[config.mk]
export PLATFORM = sky130hd
export DESIGN_NAME = imu_packet_parser_yaw_unwrap_top
export DESIGN_NICKNAME = d
export VERILOG_FILES = /design/src/hdl/imupp_pkg.sv /design/src/hdl/imu_packet_parser_yaw_unwrap_top.sv /design/src/hdl/imupp_regs.sv /design/src/hdl/imupp_window.sv /design/src/hdl/imupp_unwrap.sv
export SDC_FILE = /design/constraint.sdc
export NUM_CORES = 1
export LEC_CHECK = 0
export BUFFER_PORTS_ARGS = -buffer_cell sky130_fd_sc_hd__buf_2
export CORE_ASPECT_RATIO = 1.5
export CORE_UTILIZATION = 45
export DETAILED_ROUTE_END_ITERATION = 16
export PLACE_DENSITY = 0.72
export SKIP_CTS_REPAIR_TIMING = 1
export SYNTH_ARGS = -nofsm -noshare
export SYNTH_HDL_FRONTEND = slang
export SYNTH_SLANG_ARGS = --single-unit
[constraint.sdc]
create_clock -name clk -period 9.46 [get_ports clk]
set_clock_uncertainty 0.1 [all_clocks]
set_input_delay 0.946 -clock clk [delete_from_list [all_inputs] [get_ports clk]]
set_output_delay 0.946 -clock clk [all_outputs]
set_load 0.02 [all_outputs]
[src/hdl/imupp_pkg.sv]
// Package for the serial IMU frame parser with yaw unwrapping.
// Holds the frame and result record types and the fixed constants.
// No dependencies.
package imupp_pkg;

	localparam logic [7:0] SYNC_BYTE = 8'h5A;
	localparam logic signed [16:0] CENTIDEG_PER_TURN = 17'sd36000;
	localparam logic [15:0] WRAP_THRESHOLD_RST = 16'd30000;

	// Register byte addresses on the configuration port.
	localparam logic [2:0] ADDR_WRAP_THRESHOLD = 3'd0;

	// Fields of one accepted frame, taken big-endian from the byte window.
	typedef struct packed {
		logic signed [15:0] gyro_x;
		logic signed [15:0] gyro_y;
		logic signed [15:0] gyro_z;
		logic [15:0] yaw_angle;
		logic signed [15:0] roll_angle;
		logic signed [15:0] pitch_angle;
		logic [7:0] device_status;
	} frame_t;

	// One result item. The last member sits in the lowest bits, so the packed
	// value is already the stream data word.
	typedef struct packed {
		logic [31:0] frame_count;
		logic signed [31:0] total_yaw;
		logic signed [15:0] turn_count;
		logic [7:0] device_status;
		logic signed [15:0] pitch_angle;
		logic signed [15:0] roll_angle;
		logic [15:0] yaw_angle;
		logic signed [15:0] gyro_z;
		logic signed [15:0] gyro_y;
		logic signed [15:0] gyro_x;
	} result_t;

endpackage

[src/hdl/imu_packet_parser_yaw_unwrap_top.sv]
// A matched frame enters stage one with its last byte, then the result register if not stalled.
// Throughput: one byte per cycle unless stalled; window and checksum update per accepted byte.
// A stalled result holds in the output register while one more matched frame waits in stage one.
// Reset (arst_n low) clears the window, checksum, holdoff, turns, previous yaw and frame count,
// and sets wrap_threshold to 30000. Depends on imupp_pkg, imupp_regs, imupp_window, imupp_unwrap.
module imu_packet_parser_yaw_unwrap_top
	import imupp_pkg::*;
#(
	parameter int PACKET_LEN = 18
) (
	input  logic         clk,
	input  logic         arst_n,
	input  logic         s_tvalid,
	output logic         s_tready,
	input  logic [7:0]   s_tdata,   // [7:0] rx_byte
	output logic         m_tvalid,
	input  logic         m_tready,
	// [15:0] gyro_x, [31:16] gyro_y, [47:32] gyro_z, [63:48] yaw_angle,
	// [79:64] roll_angle, [95:80] pitch_angle, [103:96] device_status,
	// [119:104] turn_count, [151:120] total_yaw, [183:152] frame_count
	output logic [183:0] m_tdata,
	input  logic         psel,
	input  logic         penable,
	input  logic         pwrite,
	input  logic [2:0]   paddr,
	input  logic [31:0]  pwdata,
	output logic [31:0]  prdata,
	output logic         pready
);

	logic [15:0] wrap_threshold;
	logic        advance;
	logic        frame_valid_s1;
	frame_t      frame_s1;
	result_t     result_q;

	imupp_regs u_regs (
		.clk            (clk),
		.arst_n         (arst_n),
		.psel           (psel),
		.penable        (penable),
		.pwrite         (pwrite),
		.paddr          (paddr),
		.pwdata         (pwdata),
		.prdata         (prdata),
		.pready         (pready),
		.wrap_threshold (wrap_threshold)
	);

	imupp_window #(
		.PACKET_LEN (PACKET_LEN)
	) u_window (
		.clk            (clk),
		.arst_n         (arst_n),
		.in_valid       (s_tvalid),
		.in_ready       (s_tready),
		.rx_byte        (s_tdata),
		.advance        (advance),
		.frame_valid_s1 (frame_valid_s1),
		.frame_s1       (frame_s1)
	);

	imupp_unwrap u_unwrap (
		.clk            (clk),
		.arst_n         (arst_n),
		.frame_valid_s1 (frame_valid_s1),
		.frame_s1       (frame_s1),
		.wrap_threshold (wrap_threshold),
		.advance        (advance),
		.out_valid      (m_tvalid),
		.out_ready      (m_tready),
		.result_q       (result_q)
	);

	assign m_tdata = result_q;

endmodule

[src/hdl/imupp_regs.sv]
// Configuration register file on an APB-style port.
// Holds the yaw wrap threshold; depends on imupp_pkg.
module imupp_regs
	import imupp_pkg::*;
(
	input  logic        clk,
	input  logic        arst_n,
	input  logic        psel,
	input  logic        penable,
	input  logic        pwrite,
	input  logic [2:0]  paddr,
	input  logic [31:0] pwdata,
	output logic [31:0] prdata,
	output logic        pready,
	output logic [15:0] wrap_threshold
);

	logic [15:0] thr_q;
	logic        hit;

	assign pready = 1'b1;
	assign hit = (paddr[2] == ADDR_WRAP_THRESHOLD[2]);

	always_ff @(posedge clk or negedge arst_n) begin
		if (!arst_n) begin
			thr_q <= WRAP_THRESHOLD_RST;
		end else if (psel && penable && pwrite && hit) begin
			thr_q <= pwdata[15:0];
		end
	end

	always_comb begin
		prdata = 32'd0;
		if (hit) begin
			prdata = {16'd0, thr_q};
		end
	end

	assign wrap_threshold = thr_q;

endmodule

[src/hdl/imupp_window.sv]
// Byte window, running checksum, holdoff and frame match, with the first
// pipeline register holding the fields of a matched frame. Uses imupp_pkg.
module imupp_window
	import imupp_pkg::*;
#(
	parameter int PACKET_LEN = 18
) (
	input  logic       clk,
	input  logic       arst_n,
	input  logic       in_valid,
	output logic       in_ready,
	input  logic [7:0] rx_byte,
	input  logic       advance,
	output logic       frame_valid_s1,
	output frame_t     frame_s1
);

	localparam int HW = $clog2(PACKET_LEN);
	localparam logic [HW-1:0] HOLDOFF_LEN = HW'(PACKET_LEN - 1);

	logic [7:0]    win_q [PACKET_LEN];
	logic [7:0]    win_d [PACKET_LEN];
	logic [7:0]    sum_q;
	logic [7:0]    sum_d;
	logic [HW-1:0] holdoff_q;
	logic          accept;
	logic          match;
	frame_t        frame_d;

	assign in_ready = !frame_valid_s1 || advance;
	assign accept = in_valid && in_ready;

	always_comb begin
		for (int i = 0; i < PACKET_LEN - 1; i++) begin
			win_d[i] = win_q[i + 1];
		end
		win_d[PACKET_LEN - 1] = rx_byte;
		// The sum covers every window byte but the newest one.
		sum_d = sum_q - win_q[0] + win_q[PACKET_LEN - 1];
		match = (holdoff_q == '0) && (win_d[0] == SYNC_BYTE) && (win_d[1] == SYNC_BYTE)
			&& (sum_d == win_d[PACKET_LEN - 1]);
		frame_d.gyro_x        = {win_d[4], win_d[5]};
		frame_d.gyro_y        = {win_d[6], win_d[7]};
		frame_d.gyro_z        = {win_d[8], win_d[9]};
		frame_d.yaw_angle     = {win_d[10], win_d[11]};
		frame_d.roll_angle    = {win_d[12], win_d[13]};
		frame_d.pitch_angle   = {win_d[14], win_d[15]};
		frame_d.device_status = win_d[16];
	end

	always_ff @(posedge clk or negedge arst_n) begin
		if (!arst_n) begin
			for (int i = 0; i < PACKET_LEN; i++) begin
				win_q[i] <= 8'd0;
			end
			sum_q <= 8'd0;
			holdoff_q <= '0;
		end else if (accept) begin
			win_q <= win_d;
			sum_q <= sum_d;
			if (holdoff_q != '0) begin
				holdoff_q <= holdoff_q - HW'(1);
			end else if (match) begin
				holdoff_q <= HOLDOFF_LEN;
			end
		end
	end

	always_ff @(posedge clk or negedge arst_n) begin
		if (!arst_n) begin
			frame_valid_s1 <= 1'b0;
		end else if (in_ready) begin
			frame_valid_s1 <= in_valid && match;
		end
	end

	always_ff @(posedge clk) begin
		if (accept && match) begin
			frame_s1 <= frame_d;
		end
	end

	a_holdoff_load: assert property (@(posedge clk) disable iff (!arst_n)
		accept && match |=> holdoff_q == HOLDOFF_LEN)
		else $error("holdoff not loaded after a matched frame");

	a_no_match_in_holdoff: assert property (@(posedge clk) disable iff (!arst_n)
		accept && holdoff_q != '0 |=> !frame_valid_s1)
		else $error("frame taken during holdoff");

	a_s1_held: assert property (@(posedge clk) disable iff (!arst_n)
		frame_valid_s1 && !advance |=> frame_valid_s1 && $stable(frame_s1))
		else $error("stalled frame lost from first stage");

endmodule

[src/hdl/imupp_unwrap.sv]
// Yaw unwrapping, total yaw, frame counter and the result register.
// Uses imupp_pkg.
module imupp_unwrap
	import imupp_pkg::*;
(
	input  logic        clk,
	input  logic        arst_n,
	input  logic        frame_valid_s1,
	input  frame_t      frame_s1,
	input  logic [15:0] wrap_threshold,
	output logic        advance,
	output logic        out_valid,
	input  logic        out_ready,
	output result_t     result_q
);

	logic [15:0]        prev_yaw_q;
	logic signed [15:0] turns_q;
	logic [31:0]        frame_q;
	logic signed [16:0] diff;
	logic signed [16:0] thr;
	logic signed [15:0] turns_d;
	logic signed [33:0] total;
	logic               take;

	assign advance = !out_valid || out_ready;
	assign take = advance && frame_valid_s1;

	always_comb begin
		diff = $signed({1'b0, frame_s1.yaw_angle}) - $signed({1'b0, prev_yaw_q});
		thr = $signed({1'b0, wrap_threshold});
		turns_d = turns_q;
		// A large drop means yaw crossed the wrap edge upwards, a large rise downwards.
		if (diff < -thr) begin
			if (turns_q != 16'sh7FFF) begin
				turns_d = turns_q + 16'sd1;
			end
		end else if (diff > thr) begin
			if (turns_q != -16'sh8000) begin
				turns_d = turns_q - 16'sd1;
			end
		end
		total = 34'($signed({1'b0, frame_s1.yaw_angle}))
			+ 34'(CENTIDEG_PER_TURN) * 34'(turns_d);
	end

	always_ff @(posedge clk or negedge arst_n) begin
		if (!arst_n) begin
			out_valid <= 1'b0;
			prev_yaw_q <= 16'd0;
			turns_q <= 16'sd0;
			frame_q <= 32'd0;
		end else if (advance) begin
			out_valid <= frame_valid_s1;
			if (frame_valid_s1) begin
				prev_yaw_q <= frame_s1.yaw_angle;
				turns_q <= turns_d;
				frame_q <= frame_q + 32'd1;
			end
		end
	end

	always_ff @(posedge clk) begin
		if (take) begin
			result_q.frame_count   <= frame_q + 32'd1;
			result_q.total_yaw     <= total[31:0];
			result_q.turn_count    <= turns_d;
			result_q.device_status <= frame_s1.device_status;
			result_q.pitch_angle   <= frame_s1.pitch_angle;
			result_q.roll_angle    <= frame_s1.roll_angle;
			result_q.yaw_angle     <= frame_s1.yaw_angle;
			result_q.gyro_z        <= frame_s1.gyro_z;
			result_q.gyro_y        <= frame_s1.gyro_y;
			result_q.gyro_x        <= frame_s1.gyro_x;
		end
	end

	a_turn_step: assert property (@(posedge clk) disable iff (!arst_n)
		take |=> turns_q == $past(turns_q) || turns_q == $past(turns_q) + 16'sd1
			|| turns_q == $past(turns_q) - 16'sd1)
		else $error("turn count moved by more than one turn");

	a_frame_count: assert property (@(posedge clk) disable iff (!arst_n)
		take |=> frame_q == $past(frame_q) + 32'd1 && result_q.frame_count == frame_q)
		else $error("frame counter out of step with results");

	a_state_quiet: assert property (@(posedge clk) disable iff (!arst_n)
		!take |=> $stable(turns_q) && $stable(prev_yaw_q))
		else $error("unwrap state changed without a frame");

endmodule

==> out/summary.txt <==
Logic pwr share - 15.7%
initial antenna violation count - 0
RR Endpoint - u_unwrap.result_q[151]$_DFFE_PP_
antenna fix cells - 0
Mapped Area - 0.0251 mm²
count of input and output buffers - 233
ranking of synthesized cells by area - edfxtp_1, dfrtp_1, nand2_1
vias per std cell - 5.08
Seq cells post-synth - 522
Fmax achieved - 107 MHz
Critical Path AT - 9610 ps
global-route wire length before repair - 92.7 mm
synth cell count leaders - nand2_1, edfxtp_1, dfrtp_1
worst vdd ir - 0.000222 V
Cells after Synth - 2,230
total global routing overflow - 0
Final Hold Slack - 315 ps
Worst Hold Class - reg -> reg
most used flip-flop cell after synthesis - edfxtp_1
Slew headroom - 30.5%
DR WL/cell - 17.6 µm
Core ar. - 0.0549 mm²
Seq/Total Area, Yosys - 57.8%
HP Start - u_window.frame_s1[35]$_DFFE_PP_
most common cell in the synthesized netlist - nand2_1
FP Rows - 105
Reg2Reg Setup Slack - 80 ps
Final Routed Wirelength - 58.9 mm
PwrDens - 188 mW/mm²
final period utilization - 99.1%
crit path time final - 9380 ps
layout cells sized above 1 - 23.2%
outcome - finished clean
CP Capture Type - flop
Routed Antenna Nets - 0
Clock power frac - 37.6%
initial core utilization - 45.7%
vias in the first global route - 17.7k
CTS max path bufs - 3
Hold Path Depth - 0
max incr delay on CP - 530 ps
drt initial violations - 804
R2R depth - 41
DRC viols - 0
placer congestion estimate - 0.863
vias - 17.0k
post-synth top area share - 33.9%
cell internal pwr - 4.18 mW
post-synth cell types - 71
asr flop ratio synth - 45.8%
Synth Area per Inst - 11.2 µm²
# IOs - 269
Worst Max-Slew Pin Slew - 1040 ps
Tot GR Track Use - 20.8%
Non-Filler Instances - 3,353
Sink Count - 522
worst skew pair latency - 600 ps
root buffer cell - clkbuf_16
RSZ-0062 raised after global routing - yes
critical setup path kind - reg -> reg
Fillers - 4,667
die area - 0.0567 mm²
Leakage - 14.0 nW
crit path launch type - flop
post-DP HPWL - 41.9 mm
P_sw - 1.53 mW
Die Ht - 291 µm
final setup fails - 0
Max-cap violations - 0
max-slew violation count - 0
critical-path maximum fanout - 5
share of power burned in registers - 46.7%
Clk pin slew, worst setup/hold paths - 70 ps
top cell type by total area after synthesis - edfxtp_1
yosys warns - 0
H-tree levels - 2
1st-pass router iterations - 5
Final nets - 2,864
Hold Vio Cnt, Final - 0
CTS Buf Count - 49
Inst Count DP - 3,234
die width - 195 µm
worst flop-to-flop path startpoint - u_window.frame_s1[40]$_DFFE_PP_
Slowest cell on crit path - fa_1
largest net degree at the start of global routing - 138
Post-synth EDFFs - 283
CTS tree - built
WHS Endpoint - u_unwrap.result_q[75]$_DFFE_PP_
Area Overhead vs Synth - 21.2%
Sw Share - 26.8%
Worst Path Required - 9690 ps
-- cell families after synthesis --
group,count (synthesis),share of synthesized area [%]
compound gates,222,5.61
xor+xnor,166,5.80
fa+ha+maj,197,11.2
buf+inv,279,4.57
flops,522,57.8
mux,26,1.14
other cells,2,0.0300
simple gates,816,13.9
-- layout make-up --
| cell class | count | area (µm²) | share of cell area, % |
|---|---|---|---|
| Clock buffer | 59 | 1320 | 4.33 |
| Clock inverter | 33 | 449 | 1.48 |
| Inverter | 194 | 738 | 2.43 |
| Multi-Input combinational cell | 1444 | 10000 | 33.0 |
| Sequential cell | 522 | 14500 | 47.7 |
| Tap cell | 695 | 870 | 2.86 |
| Timing Repair Buffer | 406 | 2510 | 8.27 |
-- critical path, delay by kind of cell (launching register included) --
family                   cells  cell delay (ps)
buffers and inverters        7              710
flip-flops                   1              400
XOR/XNOR                     4              570
adder cells (fa/ha/maj)      8             2810
AND/OR/NAND/NOR              9             1620
AO/OA/AOI/OAI               13             2880
-- how the worst max path moves through the flow --
stage	start	endpoint	cells past startpoint
detailed placement	u_window.frame_s1[40]$_DFFE_PP_	u_unwrap.result_q[151]$_DFFE_PP_	42
global placement	u_window.frame_s1[41]$_DFFE_PP_	u_unwrap.result_q[151]$_DFFE_PP_	44
finish	u_window.frame_s1[40]$_DFFE_PP_	u_unwrap.result_q[151]$_DFFE_PP_	41
global route	u_window.frame_s1[41]$_DFFE_PP_	u_unwrap.result_q[151]$_DFFE_PP_	43
CTS	u_window.frame_s1[40]$_DFFE_PP_	u_unwrap.result_q[151]$_DFFE_PP_	42
floorplan	u_window.frame_s1[41]$_DFFE_PP_	u_unwrap.result_q[151]$_DFFE_PP_	42
-- power groups by stage --
stage	clock [mW]	sequential [mW]	combinational (mW)
final	2.15	2.66	0.894
after global routing	2.28	2.68	1.01
after CTS	2.20	2.66	0.866
after detailed placement	0	2.71	0.857
after global placement	0	2.70	0.820
after floorplan	0	2.66	0.622
-- per-stage QoR --
step | setup TNS (ps) | util, % | power [mW] | setup slack, ps | instance area [µm²]
floorplan | 0 | - | 3.28 | 9.46 | 25100
global placement | -799 | 50.8 | 3.52 | -431 | 27900
finish | 0 | 55.3 | 5.70 | 83.3 | 30400
CTS | -2550 | 54.0 | 5.73 | -798 | 29700
global route | -662 | 55.3 | 5.96 | -308 | 30400
detailed placement | -2060 | 50.8 | 3.57 | -739 | 27900
-- per-layer routing --
| layer | track usage, % | wire length (µm) | share of wire [%] | up-vias |
|---|---|---|---|---|
| met5 | 0 | 0 | 0 | - |
| met4 | 8.07 | 2170 | 3.7 | 0 |
| met3 | 4.12 | 2990 | 5.1 | 96 |
| met2 | 40.0 | 32500 | 55 | 374 |
| met1 | 22.0 | 21200 | 36 | 8375 |
| li1 | - | - | - | 8196 |
-- registers in the layout, summed over array words and instances (netlist names), 5 cells and up --
signal / count
u_window.sum_q: 8
u_unwrap.turns_q: 16
u_window.win_q: 8
u_window.win_d: 32
u_window.holdoff_q: 5
u_unwrap.result_q: 179
u_window.frame_s1: 104
u_unwrap.prev_yaw_q: 16
u_regs.wrap_threshold: 16
u_unwrap.frame_q: 32
u_window.frame_d: 104
-- cells in the final DEF (no fill, tap or decap), types with 12 or more instances in the layout --
master	n
nand2_1	531
edfxtp_1	283
nor4_1	12
nor2_1	105
dfrtp_1	232
clkinv_2	15
nand4_1	12
a21o_1	12
nand2b_1	13
a21oi_1	40
mux2_2	20
inv_1	184
buf_2	232
nor3_1	27
xnor2_1	101
ha_4	12
ha_1	140
fa_1	44
nand3_1	30
clkbuf_16	50
buf_4	165
o21ai_0	75
and3_1	15
conb_1	17
xor2_1	57
No activity file was read; power rests on OpenSTA's default activity.
